### src/sv/risc_subset_single_cycle_core_assert.svh
// Assertion macros included by the core's top-level RTL file.
`ifndef RISC_SUBSET_SINGLE_CYCLE_CORE_ASSERT_SVH
`define RISC_SUBSET_SINGLE_CYCLE_CORE_ASSERT_SVH

// Same-cycle implication, sampled on clock, off while reset is high.
`define RSCC_ASSERT_NOW(label, ante, cons, msg) \
   label: assert property (@(posedge clock) disable iff (reset) (ante) |-> (cons)) \
      else $error(msg);

// Next-cycle implication, sampled on clock, off while reset is high.
`define RSCC_ASSERT_NEXT(label, ante, cons, msg) \
   label: assert property (@(posedge clock) disable iff (reset) (ante) |=> (cons)) \
      else $error(msg);

`endif

### src/sv/rscc_pkg.sv
package rscc_pkg;

   // Request types
   localparam logic [1:0] REQ_EXEC = 2'd0;
   localparam logic [1:0] REQ_LOAD = 2'd1;
   localparam logic [1:0] REQ_READ = 2'd2;

   // Opcodes
   localparam logic [5:0] OP_RTYPE = 6'b000000;
   localparam logic [5:0] OP_ADDI  = 6'b001000;
   localparam logic [5:0] OP_BEQ   = 6'b000100;
   localparam logic [5:0] OP_BNE   = 6'b000101;
   localparam logic [5:0] OP_LW    = 6'b100011;
   localparam logic [5:0] OP_SW    = 6'b101011;

   // R-type function codes
   localparam logic [5:0] FN_SLL = 6'b000000;
   localparam logic [5:0] FN_ADD = 6'b100000;
   localparam logic [5:0] FN_SUB = 6'b100010;
   localparam logic [5:0] FN_SLT = 6'b101010;

   localparam int unsigned NUM_REGS = 32;
   localparam logic [4:0]  SAVED_REG = 5'd16;

   typedef enum logic [1:0] {
      MEM_NONE,
      MEM_READ,
      MEM_WRITE
   } mem_op_type;

   // One accepted request beat
   typedef struct packed {
      logic [1:0]  req_type;
      logic [31:0] instr_word;
      logic [4:0]  mem_index;
      logic [31:0] mem_value;
   } item_type;

   // Decode and execute result for one item
   typedef struct packed {
      logic [15:0] next_pc;
      logic        wr_en;     // register write, already dropped for r0
      logic [4:0]  wr_dest;
      logic [31:0] wr_value;
      mem_op_type  mem_op;
      logic        show_mem;  // read data goes to result_value
      logic [31:0] mem_addr;
      logic [31:0] mem_data;
      logic        bad_opcode;
   } exec_type;

   // Register file write port
   typedef struct packed {
      logic        en;
      logic [4:0]  addr;
      logic [31:0] data;
   } rf_write_type;

   // Result stage contents
   typedef struct packed {
      logic [15:0] next_pc;
      logic        wrote;
      logic [4:0]  dest;
      logic [31:0] value;
      logic        from_mem;
      logic        bad_opcode;
      logic        mem_fault;
   } out_type;

endpackage

### src/sv/rscc_if.sv
// Request channel
interface rscc_req_if;
   logic               valid;
   logic               ready;
   logic        [1:0]  req_type;
   logic        [31:0] instr_word;
   logic        [4:0]  mem_index;
   logic signed [31:0] mem_value;

   modport source (output valid, req_type, instr_word, mem_index, mem_value,
                   input ready);
   modport sink (input valid, req_type, instr_word, mem_index, mem_value,
                 output ready);
endinterface

// Result channel
interface rscc_rsp_if;
   logic               valid;
   logic               ready;
   logic        [15:0] next_pc;
   logic               wrote_reg;
   logic        [4:0]  dest_reg;
   logic signed [31:0] result_value;
   logic signed [31:0] saved_zero_value;
   logic               bad_opcode;
   logic               mem_fault;

   modport source (output valid, next_pc, wrote_reg, dest_reg, result_value,
                   saved_zero_value, bad_opcode, mem_fault,
                   input ready);
   modport sink (input valid, next_pc, wrote_reg, dest_reg, result_value,
                 saved_zero_value, bad_opcode, mem_fault,
                 output ready);
endinterface

### src/sv/rscc_regfile.sv
// 32 x 32 register file: two registered read ports, one write port.
// Valid bits give reset-to-zero; r0 always reads zero; a write in the
// same cycle as a read is passed through to the read data.
module rscc_regfile (
   input  logic                  clock,
   input  logic                  reset,
   input  logic                  rd_en,
   input  logic [4:0]            rd_addr_a,
   input  logic [4:0]            rd_addr_b,
   input  rscc_pkg::rf_write_type wr,
   output logic [31:0]           rd_data_a,
   output logic [31:0]           rd_data_b
);
   import rscc_pkg::*;

   logic [31:0]         mem [NUM_REGS];
   logic [NUM_REGS-1:0] valid_ff;
   logic [31:0]         rd_a_ff;
   logic [31:0]         rd_b_ff;

   // valid bits
   always_ff @(posedge clock) begin
      if (reset) begin
         valid_ff <= '0;
      end else if (wr.en) begin
         valid_ff[wr.addr] <= 1'b1;
      end
   end

   // storage write
   always_ff @(posedge clock) begin
      if (wr.en) begin
         mem[wr.addr] <= wr.data;
      end
   end

   // registered reads with write bypass
   always_ff @(posedge clock) begin
      if (rd_en) begin
         if (rd_addr_a == 5'd0) begin
            rd_a_ff <= '0;
         end else if (wr.en && wr.addr == rd_addr_a) begin
            rd_a_ff <= wr.data;
         end else if (valid_ff[rd_addr_a]) begin
            rd_a_ff <= mem[rd_addr_a];
         end else begin
            rd_a_ff <= '0;
         end

         if (rd_addr_b == 5'd0) begin
            rd_b_ff <= '0;
         end else if (wr.en && wr.addr == rd_addr_b) begin
            rd_b_ff <= wr.data;
         end else if (valid_ff[rd_addr_b]) begin
            rd_b_ff <= mem[rd_addr_b];
         end else begin
            rd_b_ff <= '0;
         end
      end
   end

   assign rd_data_a = rd_a_ff;
   assign rd_data_b = rd_b_ff;

endmodule

### src/sv/rscc_alu.sv
// Decode and execute for one item: ALU ops, branch target, memory address.
module rscc_alu (
   input  rscc_pkg::item_type item,
   input  logic [31:0]        op_a,
   input  logic [31:0]        op_b,
   input  logic [15:0]        pc,
   output rscc_pkg::exec_type res
);
   import rscc_pkg::*;

   logic [5:0]  opcode;
   logic [4:0]  rt;
   logic [4:0]  rd;
   logic [4:0]  shamt;
   logic [5:0]  funct;
   logic [31:0] imm_sx;
   logic [15:0] pc_inc;
   logic [15:0] pc_branch;
   logic        equal;

   assign opcode    = item.instr_word[31:26];
   assign rt        = item.instr_word[20:16];
   assign rd        = item.instr_word[15:11];
   assign shamt     = item.instr_word[10:6];
   assign funct     = item.instr_word[5:0];
   assign imm_sx    = {{16{item.instr_word[15]}}, item.instr_word[15:0]};
   assign pc_inc    = pc + 16'd1;
   assign pc_branch = pc_inc + item.instr_word[15:0];
   assign equal     = (op_a == op_b);

   always_comb begin
      res            = '0;
      res.next_pc    = pc;
      res.mem_op     = MEM_NONE;
      res.mem_addr   = op_a + imm_sx;
      res.mem_data   = op_b;

      unique case (item.req_type)
         REQ_EXEC: begin
            res.next_pc = pc_inc;
            unique case (opcode)
               OP_RTYPE: begin
                  res.wr_dest = rd;
                  res.wr_en   = (rd != 5'd0);
                  unique case (funct)
                     FN_ADD: res.wr_value = op_a + op_b;
                     FN_SUB: res.wr_value = op_a - op_b;
                     FN_SLL: res.wr_value = op_b << shamt;
                     FN_SLT: res.wr_value = {31'd0, $signed(op_a) < $signed(op_b)};
                     default: begin
                        res.wr_en      = 1'b0;
                        res.bad_opcode = 1'b1;
                     end
                  endcase
               end
               OP_ADDI: begin
                  res.wr_dest  = rt;
                  res.wr_en    = (rt != 5'd0);
                  res.wr_value = op_a + imm_sx;
               end
               OP_BEQ: begin
                  if (equal) begin
                     res.next_pc = pc_branch;
                  end
               end
               OP_BNE: begin
                  if (!equal) begin
                     res.next_pc = pc_branch;
                  end
               end
               OP_LW: begin
                  res.mem_op   = MEM_READ;
                  res.wr_dest  = rt;
                  res.wr_en    = (rt != 5'd0);
                  res.show_mem = (rt != 5'd0);
               end
               OP_SW: begin
                  res.mem_op = MEM_WRITE;
               end
               default: begin
                  res.bad_opcode = 1'b1;
               end
            endcase
         end
         REQ_LOAD: begin
            res.mem_op   = MEM_WRITE;
            res.mem_addr = {27'd0, item.mem_index};
            res.mem_data = item.mem_value;
         end
         REQ_READ: begin
            res.mem_op   = MEM_READ;
            res.mem_addr = {27'd0, item.mem_index};
            res.show_mem = 1'b1;
         end
         default: begin
            // idle request: nothing happens
         end
      endcase
   end

endmodule

### src/sv/risc_subset_single_cycle_core.sv
// A request beat passes the operand stage (s1_ff), then the result stage (out_ff).
// Throughput: one request per cycle while the result side takes beats; the operand
// read (register file port) and the data memory port each take one register stage,
// with forwarding between items. Reset: synchronous; PC and register file read as
// zero at once, then a clearing pass zeroes data memory, during which no request is accepted.
module risc_subset_single_cycle_core #(
   parameter int unsigned DMEM_WORDS = 32
) (
   input logic        clock,
   input logic        reset,
   rscc_req_if.sink   req_chan,
   rscc_rsp_if.source rsp_chan
);
   import rscc_pkg::*;

   localparam int unsigned AW         = (DMEM_WORDS > 1) ? $clog2(DMEM_WORDS) : 1;
   localparam logic [31:0] DMEM_LIMIT = 32'(DMEM_WORDS);
   localparam logic [AW-1:0] LAST_IDX = AW'(DMEM_WORDS - 1);

   `include "risc_subset_single_cycle_core_assert.svh"

   // pipeline registers and state
   logic         s1_valid_ff;
   item_type     s1_ff;
   logic         out_valid_ff;
   out_type      out_ff;
   logic [31:0]  rdata_ff;
   logic [15:0]  pc_ff;
   logic [31:0]  r16_ff;
   logic         clr_busy_ff;
   logic [AW-1:0] clr_cnt_ff;
   logic [31:0]  dmem [DMEM_WORDS];

   item_type     req_item;
   logic         req_hs;
   logic         rsp_hs;
   logic         s1_adv;
   logic [31:0]  rf_a;
   logic [31:0]  rf_b;
   logic [31:0]  op_a;
   logic [31:0]  op_b;
   logic [31:0]  out_result;
   exec_type     ex;
   logic         fault;
   logic         rd_ok;
   logic         wr_ok;
   out_type      out_in;
   rf_write_type rf_wr;

   assign req_item.req_type   = req_chan.req_type;
   assign req_item.instr_word = req_chan.instr_word;
   assign req_item.mem_index  = req_chan.mem_index;
   assign req_item.mem_value  = req_chan.mem_value;

   // handshake
   assign rsp_hs         = out_valid_ff && rsp_chan.ready;
   assign s1_adv         = s1_valid_ff && (!out_valid_ff || rsp_chan.ready);
   assign req_chan.ready = !clr_busy_ff && (!s1_valid_ff || s1_adv);
   assign req_hs         = req_chan.valid && req_chan.ready;

   // register file, committed when the result beat leaves
   assign rf_wr.en   = rsp_hs && out_ff.wrote;
   assign rf_wr.addr = out_ff.dest;
   assign rf_wr.data = out_result;

   rscc_regfile u_regfile (
      .clock     (clock),
      .reset     (reset),
      .rd_en     (req_hs),
      .rd_addr_a (req_item.instr_word[25:21]),
      .rd_addr_b (req_item.instr_word[20:16]),
      .wr        (rf_wr),
      .rd_data_a (rf_a),
      .rd_data_b (rf_b)
   );

   // forward from the uncommitted result beat
   assign out_result = out_ff.from_mem ? rdata_ff : out_ff.value;
   assign op_a = (out_valid_ff && out_ff.wrote && out_ff.dest == s1_ff.instr_word[25:21])
                 ? out_result : rf_a;
   assign op_b = (out_valid_ff && out_ff.wrote && out_ff.dest == s1_ff.instr_word[20:16])
                 ? out_result : rf_b;

   rscc_alu u_alu (
      .item (s1_ff),
      .op_a (op_a),
      .op_b (op_b),
      .pc   (pc_ff),
      .res  (ex)
   );

   // memory range check and result stage contents
   always_comb begin
      fault             = (ex.mem_op != MEM_NONE) && (ex.mem_addr >= DMEM_LIMIT);
      rd_ok             = (ex.mem_op == MEM_READ) && !fault;
      wr_ok             = (ex.mem_op == MEM_WRITE) && !fault;
      out_in.next_pc    = ex.next_pc;
      out_in.wrote      = ex.wr_en && !fault;
      out_in.dest       = out_in.wrote ? ex.wr_dest : 5'd0;
      out_in.from_mem   = ex.show_mem && !fault;
      out_in.value      = (out_in.wrote && !out_in.from_mem) ? ex.wr_value : 32'd0;
      out_in.bad_opcode = ex.bad_opcode;
      out_in.mem_fault  = fault;
   end

   // control state
   always_ff @(posedge clock) begin
      if (reset) begin
         s1_valid_ff  <= 1'b0;
         out_valid_ff <= 1'b0;
         pc_ff        <= '0;
         r16_ff       <= '0;
         clr_busy_ff  <= 1'b1;
         clr_cnt_ff   <= '0;
      end else begin
         if (req_hs) begin
            s1_valid_ff <= 1'b1;
         end else if (s1_adv) begin
            s1_valid_ff <= 1'b0;
         end
         if (s1_adv) begin
            out_valid_ff <= 1'b1;
            pc_ff        <= ex.next_pc;
         end else if (rsp_hs) begin
            out_valid_ff <= 1'b0;
         end
         if (rf_wr.en && rf_wr.addr == SAVED_REG) begin
            r16_ff <= rf_wr.data;
         end
         if (clr_busy_ff) begin
            clr_cnt_ff <= clr_cnt_ff + AW'(1);
            if (clr_cnt_ff == LAST_IDX) begin
               clr_busy_ff <= 1'b0;
            end
         end
      end
   end

   // payload registers
   always_ff @(posedge clock) begin
      if (req_hs) begin
         s1_ff <= req_item;
      end
      if (s1_adv) begin
         out_ff <= out_in;
      end
   end

   // data memory: clearing pass, then at most one access per item
   always_ff @(posedge clock) begin
      if (clr_busy_ff) begin
         dmem[clr_cnt_ff] <= '0;
      end else if (s1_adv && wr_ok) begin
         dmem[ex.mem_addr[AW-1:0]] <= ex.mem_data;
      end
   end

   always_ff @(posedge clock) begin
      if (s1_adv && rd_ok) begin
         rdata_ff <= dmem[ex.mem_addr[AW-1:0]];
      end
   end

   // result beat
   assign rsp_chan.valid            = out_valid_ff;
   assign rsp_chan.next_pc          = out_ff.next_pc;
   assign rsp_chan.wrote_reg        = out_ff.wrote;
   assign rsp_chan.dest_reg         = out_ff.dest;
   assign rsp_chan.result_value     = out_result;
   assign rsp_chan.saved_zero_value = (out_ff.wrote && out_ff.dest == SAVED_REG)
                                      ? out_result : r16_ff;
   assign rsp_chan.bad_opcode       = out_ff.bad_opcode;
   assign rsp_chan.mem_fault        = out_ff.mem_fault;

   // checks
   `RSCC_ASSERT_NOW(a_no_accept_while_clearing, clr_busy_ff, !req_chan.ready, "request accepted during memory clear")
   `RSCC_ASSERT_NOW(a_no_write_r0, out_valid_ff && out_ff.wrote, out_ff.dest != 5'd0, "register zero reported as written")
   `RSCC_ASSERT_NOW(a_flags_exclusive, out_valid_ff, !(out_ff.bad_opcode && out_ff.mem_fault), "bad opcode and memory fault together")
   `RSCC_ASSERT_NEXT(a_advance_fills_out, s1_adv, out_valid_ff, "advanced item missing from result stage")
   `RSCC_ASSERT_NEXT(a_mem_req_keeps_pc, s1_adv && s1_ff.req_type != REQ_EXEC, pc_ff == $past(pc_ff), "memory request changed the PC")

endmodule

### src/flat_wrapper.sv
// flat-port wrapper written by rule: the top's interface ports become plain ports
module risc_subset_single_cycle_core_flat import rscc_pkg::*;
#(
   parameter int unsigned DMEM_WORDS = 32
)
  (clock, reset, req_chan_valid, req_chan_req_type, req_chan_instr_word, req_chan_mem_index, req_chan_mem_value, req_chan_ready, rsp_chan_valid, rsp_chan_next_pc, rsp_chan_wrote_reg, rsp_chan_dest_reg, rsp_chan_result_value, rsp_chan_saved_zero_value, rsp_chan_bad_opcode, rsp_chan_mem_fault, rsp_chan_ready);
  rscc_req_if req_chan_i ();
  rscc_rsp_if rsp_chan_i ();
  input logic clock;
  input logic reset;
  input wire logic [$bits(req_chan_i.valid)-1:0] req_chan_valid;
  input wire logic [$bits(req_chan_i.req_type)-1:0] req_chan_req_type;
  input wire logic [$bits(req_chan_i.instr_word)-1:0] req_chan_instr_word;
  input wire logic [$bits(req_chan_i.mem_index)-1:0] req_chan_mem_index;
  input wire logic [$bits(req_chan_i.mem_value)-1:0] req_chan_mem_value;
  output wire logic [$bits(req_chan_i.ready)-1:0] req_chan_ready;
  output wire logic [$bits(rsp_chan_i.valid)-1:0] rsp_chan_valid;
  output wire logic [$bits(rsp_chan_i.next_pc)-1:0] rsp_chan_next_pc;
  output wire logic [$bits(rsp_chan_i.wrote_reg)-1:0] rsp_chan_wrote_reg;
  output wire logic [$bits(rsp_chan_i.dest_reg)-1:0] rsp_chan_dest_reg;
  output wire logic [$bits(rsp_chan_i.result_value)-1:0] rsp_chan_result_value;
  output wire logic [$bits(rsp_chan_i.saved_zero_value)-1:0] rsp_chan_saved_zero_value;
  output wire logic [$bits(rsp_chan_i.bad_opcode)-1:0] rsp_chan_bad_opcode;
  output wire logic [$bits(rsp_chan_i.mem_fault)-1:0] rsp_chan_mem_fault;
  input wire logic [$bits(rsp_chan_i.ready)-1:0] rsp_chan_ready;
  assign req_chan_i.valid = req_chan_valid;
  assign req_chan_i.req_type = req_chan_req_type;
  assign req_chan_i.instr_word = req_chan_instr_word;
  assign req_chan_i.mem_index = req_chan_mem_index;
  assign req_chan_i.mem_value = req_chan_mem_value;
  assign req_chan_ready = req_chan_i.ready;
  assign rsp_chan_valid = rsp_chan_i.valid;
  assign rsp_chan_next_pc = rsp_chan_i.next_pc;
  assign rsp_chan_wrote_reg = rsp_chan_i.wrote_reg;
  assign rsp_chan_dest_reg = rsp_chan_i.dest_reg;
  assign rsp_chan_result_value = rsp_chan_i.result_value;
  assign rsp_chan_saved_zero_value = rsp_chan_i.saved_zero_value;
  assign rsp_chan_bad_opcode = rsp_chan_i.bad_opcode;
  assign rsp_chan_mem_fault = rsp_chan_i.mem_fault;
  assign rsp_chan_i.ready = rsp_chan_ready;
  risc_subset_single_cycle_core #(.DMEM_WORDS(DMEM_WORDS)) u_core (.clock(clock), .reset(reset), .req_chan(req_chan_i), .rsp_chan(rsp_chan_i));
endmodule
### config.mk
export PLATFORM = sky130hd
export DESIGN_NAME = risc_subset_single_cycle_core_flat
export DESIGN_NICKNAME = d
export VERILOG_FILES = /design/src/sv/rscc_pkg.sv /design/src/sv/rscc_if.sv /design/src/sv/rscc_regfile.sv /design/src/sv/rscc_alu.sv /design/src/sv/risc_subset_single_cycle_core.sv /design/src/flat_wrapper.sv
export VERILOG_INCLUDE_DIRS = /design/src /design/src/sv
export SDC_FILE = /design/constraint.sdc
export NUM_CORES = 2
export LEC_CHECK = 0
export BUFFER_PORTS_ARGS = -buffer_cell sky130_fd_sc_hd__buf_2
export CAP_MARGIN = 20
export CORE_UTILIZATION = 48
export CTS_CLUSTER_DIAMETER = 100
export DETAILED_ROUTE_END_ITERATION = 16
export GPL_TIMING_DRIVEN = 0
export PLACE_DENSITY = 0.71
export SYNTH_ARGS = -nofsm -noshare
export SYNTH_HDL_FRONTEND = slang
export SYNTH_HIERARCHICAL = 1
export SYNTH_SLANG_ARGS = --single-unit
### constraint.sdc
create_clock -name clock -period 13.7 [get_ports clock]
set_input_delay 1.37 -clock clock [delete_from_list [all_inputs] [get_ports clock]]
set_output_delay 1.37 -clock clock [all_outputs]
set_load 0.03 [all_outputs]
# --- Yosys cells after proc, flatten, opt, wreduce, memory -nomap -nowiden ---
# Memories as Yosys holds them, arrays and structs flattened. A register that Yosys moved wholly into a read port is not among the register bits.
# Cells that the tools add are included.
totals:
  reg_bits: 280
  rom_bits: 0
  memories: 2
  latchBits: 0
  out_inout_bits: 90
  ramBits: 2048
memory_table:
  columns: ["name", "words", "width", "read_ports", "rd_ports_with_merged_regs", "write_ports", "line", "source"]
  rows:
  - ["u_core.dmem", 32, 32, 1, 1, 1, "risc_subset_single_cycle_core.sv:32", "logic [31:0] dmem [DMEM_WORDS];"]
  - ["u_core.u_regfile.mem", 32, 32, 2, 0, 1, "rscc_regfile.sv:16", "logic [31:0] mem [NUM_REGS];"]
classes:
  reduce_logical: 45
  shift: 1
  addsub: 6
  n_bitwise: 1
  mul: 0
  eq_ne: 19
  magnitude_cmp: 6
  div_mod_pow: 0
  n_mux: 46
op_table:
  columns: ["op", "n"]
  rows:
  - ["$mux W32", 11]
  - ["$pmux W32 S4", 1]
  - ["$add A32 B32 Y32", 2]
  - ["$pmux W32 S2", 1]
  - ["$mux W54", 1]
  - ["$eq A32 B32 Y1", 1]
  - ["$ge A32 B6 Y1 const B", 1]
  - ["$lt A32 B32 Y1", 1]
  - ["$mux W16", 2]
  - ["$or A32 B32 Y32", 1]
  - ["$pmux W16 S2", 1]
  - ["$reduce_or A32 Y1", 1]
  - ["$shl A32 B5 Y32", 1]
  - ["$sub A32 B32 Y32", 1]
  - ["$eq A6 B6 Y1 const B", 5]
  - ["$logic_and A1 B1 Y1", 21]
  - ["$eq A5 B5 Y1", 4]
  - ["$mux W1", 20]
  - ["$lt A5 B6 Y1 const B", 3]
  - ["$add A16 B1 Y16 const B", 1]
  - ["$add A16 B16 Y16", 1]
  - ["$eq A6 B3 Y1 const B", 2]
  - ["$logic_not A6 Y1", 2]
  - ["$pmux W6 S2", 1]
  - ["other kinds (22)", 38]

# --- Depth between registers and ports, before layout ---
logic_depth:
  word_depth: 15
  ltp_mapped: 24

# --- Cells and area by module ---
# Netlist, hierarchy kept.
modules_own_cells:
  columns: ["mod", "area_each_um2", "cells_each", "instances"]
  rows:
  - ["rscc_regfile", 51434.3, 2645, 1]
  - ["risc_subset_single_cycle_core", 48142.4, 2458, 1]
  - ["rscc_alu", 9738.1, 1478, 1]

# --- Worst setup path after synthesis ---
# OpenSTA, ideal clock, no wires.
synth_path:
  path_type: "reg-to-reg"
  start: "register u_core.out_ff, in the netlist u_core/rsp_chan.dest_reg[3]"
  end: "register u_core.rdata_ff[0] (read register of u_core.dmem), enable pin"
  n_path_buf: 1
  path_slack_ps: 5323
  setup_time_ps: 501
  period_less_slack_ps: 8377
  t_arrival_ps: 7876
  path_stages_with_launch: 20
  cell_sequence: "edfxtp_1 -> xor2_1 -> nor4_1 -> nand4_1 -> clkbuf_1 -> o21ai_0 -> ha_1 -> a211oi_1 -> nor2_1 -> o21a_1 -> a31oi_2 -> o21ai_1 -> a31o_2 -> a211oi_2 -> a21oi_1 -> xnor2_1 -> nor2_1 -> nor4_1 -> nand4_1 -> nor4_1"
synth_lines:
  columns: ["element", "line", "source"]
  rows:
  - ["start, declared", "risc_subset_single_cycle_core.sv:26", "out_type out_ff;"]
  - ["start signal, assigned", "risc_subset_single_cycle_core.sv:145", "out_ff <= out_in;"]
  - ["end, declared", "risc_subset_single_cycle_core.sv:27", "logic [31:0] rdata_ff;"]

==> results.md <==
| Metric | Reported |
|:---|:---|
| DRT iter0 DRCs | 9,950 |
| Number of maximum-capacitance violations | 0 |
| Max-slew violation count | 0 |
| Crit path launch | u_core/rsp_chan.dest_reg[2] |
| Sequential cell fraction of total power | 52.6% |
| Time the final worst path needs with I/O delays and setup | 9.56 ns |
| Area occupied by multi-input gates | 0.0369 sq mm |
| Fraction of synthesized area in multiplexers | 19.8% |
| Yosys warns | 6 |
| Max transition margin | 14.5% |
| CTS buffer count | 232 |
| Routed via count | 69,400 |
| Slew at the pin with the worst max-slew slack | 1.25 ns |
| Adder-cell share of the synthesized area | 1.39% |
| Sw power | 3230 uW |
| Max Clk Rate | 105 MHz |
| Core region area | 0.226 sq mm |
| Compound-gate portion of the synthesized area | 6.92% |
| Maximum resistive drop on vdd | 0.000121 V |
| Proportion of register bits with asynchronous set or reset after synthesis | 0% |
| Reg-to-reg critical path startpoint | u_core/rsp_chan.dest_reg[2] |
| Fin. Hold Viols | 0 |
| Average cell area after synthesis | 16.6 sq um |
| TritonCTS clock tree | yes |
| Portion of the post-synthesis area used by sequential elements | 64.0% |
| Origin of the worst min-delay path | u_core/pc_ff[5] |
| Critical setup path kind | reg -> reg |
| Largest stage delay on the critical path | 0.91 ns |
| Final WL | 355 mm |
| Share of cells above drive strength 1 | 25.7% |
| Die X-Extent | 479 microns |
| Power Dens Cells | 119 mW/mm^2 |
| First-pass GRT wire length | 495 mm |
| Instance count after placement with tap cells included | 9,834 |
| Sum Neg Setup Slack | 0 ns |
| Cell Area, Synth | 0.109 sq mm |
| Die area | 0.230 sq mm |
| Series of cell instances along the critical path | xor2_1, nor4_1, nand4_1, clkbuf_1, o21ai_0, ha_1, fa_1, a211oi_1, o21ai_0, or3b_4, a31oi_4, a31oi_2, o31ai_4, a41o_1, a21oi_1, xor2_1, nor2_1, nor4_1, nand4_1, nor4_4, buf_6, mux2i_1, nor2_4, buf_16 |
| Port Buffer Count | 164 |
| Seq. cell area | 0.0700 sq mm |
| Wirelength per Cell | 34.3 microns |
| Syn nets | 6,775 |
| Final total power | 14,900 uW |
| Count of flip-flops with a built-in enable after synthesis | 2,272 |
| CP startpoint kind | register |
| Number of placed I/O pins | 165 |
| DP Wirelength | 258 mm |
| Net Sw Frac | 21.7% |
| Post-route clock period utilization | 69.8% |
| DIE HEIGHT | 479 microns |
| Outcome | finished clean |
| Number of hold buffers added after CTS | 0 |
| CP endpoint kind | register |
| # setup viols final | 0 |
| Clock Path Buffers | 3 |
| Initial core utilization | 48.5% |
| Average vias per placed instance | 6.72 |
| Number of buffers added for setup after CTS | 0 |
| Clock network fraction of total power | 43.0% |
| Leak Pwr | 0.0429 uW |
| Cell variety after synth | 104 |
| Final RePlAce weighted congestion | 0.997 |
| Area added between synthesis and finish | 14.6% |
| Count of state elements after synthesis | 2,360 |
| Setup repair after global routing missed its margin | no |
| Largest net degree at the start of global routing | 71 |
| CTS-repair resized insts | 0 |
| Registers with the most flip-flops | u_core/dmem: 1024 flops, u_core/u_regfile/mem: 1024 flops, u_core/s1_ff: 71 flops |
| Required time reported for the critical path endpoint | 14.33 ns |
| Combinational family with the most area after synthesis | multiplexers |
| Part of the power in combinational logic | 4.4% |
| Number of clock sinks | 2,360 |
| Top FF cell, synth | sky130_fd_sc_hd__edfxtp_1 |
| Register clock-pin slew on the reported worst setup and hold paths | 0.06 ns |
| Post-Synth XOR/XNOR Area | 0.816% |
| Ranking of synthesized cells by area | sky130_fd_sc_hd__edfxtp_1, sky130_fd_sc_hd__mux4_2, sky130_fd_sc_hd__mux2i_1 |
| GRT Resource Usage Total | 30.4% |
| Worst-path maximum fanout | 17 |
| Class of the most critical hold timing path | reg -> reg |
| Data arrival at the endpoint of the critical path | 10.19 ns |
| Synth top cells by count | sky130_fd_sc_hd__edfxtp_1, sky130_fd_sc_hd__mux4_2, sky130_fd_sc_hd__mux2i_1 |
| Number of remaining DRC errors | 0 |
| Post-synthesis share of cell area spent on and, or, nand and nor gates | 4.39% |
| Non-filler cells, final | 10,300 |
| Depth of the CTS H-tree | 4 |
| Drt pass-1 iters | 7 |
| Synthesized instance count | 6,581 |
| Fill cell total of the finished layout | 17,100 |
| Most common cell in the synthesized netlist | sky130_fd_sc_hd__edfxtp_1 |
| Post-route ant nets | 0 |
| Pint | 11,700 uW |
| Fin nets | 7,324 |
| Share of the synthesized area in the top cell type | 62.4% |
| Worst clock skew | 0.107 ns |
| Number of antenna violations at the first check in global routing | 23 |
| Via count of the first global-routing pass | 66,900 |
| GRT overflow | 0 |
| Clock root buffer master | sky130_fd_sc_hd__clkbuf_16 |
| Number of standard-cell rows in the floorplan | 174 |
| Cell with the biggest individual delay on the critical path | sky130_fd_sc_hd__mux2i_1 |
| Skew-Pair Late Insertion Delay | 0.91 ns |
| Leading area contributor after synthesis | sky130_fd_sc_hd__edfxtp_1 |
==> critical path: cells and delay by family, from the launching register on <==
family,cells,cell delay (ns)
muxes,1,0.91
buffers and inverters,3,0.99
DFF,1,0.63
xor gates and xnor gates,2,0.48
AOI/OAI and AO/OA,8,2.21
and+or+nand+nor,8,3.44
adders and majority gates,2,0.63
==> cells by family (layout without fill, tap and decap cells) <==
group	Yosys count	after routing
AOI/OAI and AO/OA	1116	1116
xor gates and xnor gates	101	101
adders and majority gates	119	119
buffers and inverters	626	1379
DFF	2360	2360
muxes	1224	1224
other	0	10
and+or+nand+nor	1035	1035
==> power groups by stage <==
stage               clock [uW]  sequential (uW)  combinational (uW)
CTS                       6470             7840                 631
global placement             0             7990                 604
detailed placement           0             7990                 626
global route              6740             7840                 667
finish                    6410             7840                 658
floorplan                    0             7990                 371
==> through the flow <==
step | worst slack, ns | instance area (sq um) | utilization [%] | hold WS, ns
floorplan | 5.32 | 109000 | - | 0.433
global placement | 1.93 | 114000 | 50.5 | 0.444
detailed placement | 4.37 | 116000 | 51.6 | 0.468
CTS | 4.30 | 124000 | 55.0 | 0.476
global route | 3.98 | 125000 | 55.6 | 0.498
finish | 4.14 | 125000 | 55.6 | 0.472
==> per-layer routing <==
metal / GRT usage [%] / wire length (microns) / vias up
met4: 13.6 / 18100 / 12
li1: - / - / 27900
met3: 8.13 / 44500 / 763
met1: 40.9 / 130000 / 35900
met5: 0 / 75 / -
met2: 46.7 / 162000 / 4883
==> final timing paths <==
| kind | end | slack, ns | cells past startpoint |
|---|---|---|---|
| max | u_core/dmem[10][28] | 4.14 | 24 |
| min | u_core/pc_ff[5] | 0.47 | 2 |
| max reg2reg | u_core/dmem[10][28] | 4.14 | 24 |
| min reg2reg | u_core/pc_ff[5] | 0.47 | 2 |
==> layout make-up <==
type | count | share of cell area [%]
repair buffers | 315 | 3.20
multi-input cells | 3595 | 29.5
plain buffers | 506 | 1.96
clock inverters | 133 | 1.10
diodes | 10 | 0.0200
well taps | 2992 | 2.99
flip-flops and latches | 2360 | 55.8
inverters | 120 | 0.359
clock buffers | 305 | 5.04
==> cells in the final DEF, fill, tap and decap left out, types with 81 or more instances in the layout <==
cell	instances
sky130_fd_sc_hd__nand2_1	338
sky130_fd_sc_hd__o22ai_1	94
sky130_fd_sc_hd__buf_2	316
sky130_fd_sc_hd__mux2i_1	343
sky130_fd_sc_hd__inv_1	111
sky130_fd_sc_hd__dfxtp_1	88
sky130_fd_sc_hd__mux4_2	736
sky130_fd_sc_hd__a22oi_1	81
sky130_fd_sc_hd__ha_1	115
sky130_fd_sc_hd__o21ai_0	213
sky130_fd_sc_hd__nor2_1	278
sky130_fd_sc_hd__clkbuf_16	242
sky130_fd_sc_hd__edfxtp_1	2272
sky130_fd_sc_hd__a21oi_1	206
sky130_fd_sc_hd__mux2_2	143
sky130_fd_sc_hd__clkbuf_1	291
sky130_fd_sc_hd__a211oi_1	82
No activity file was read; power rests on OpenSTA's default activity.
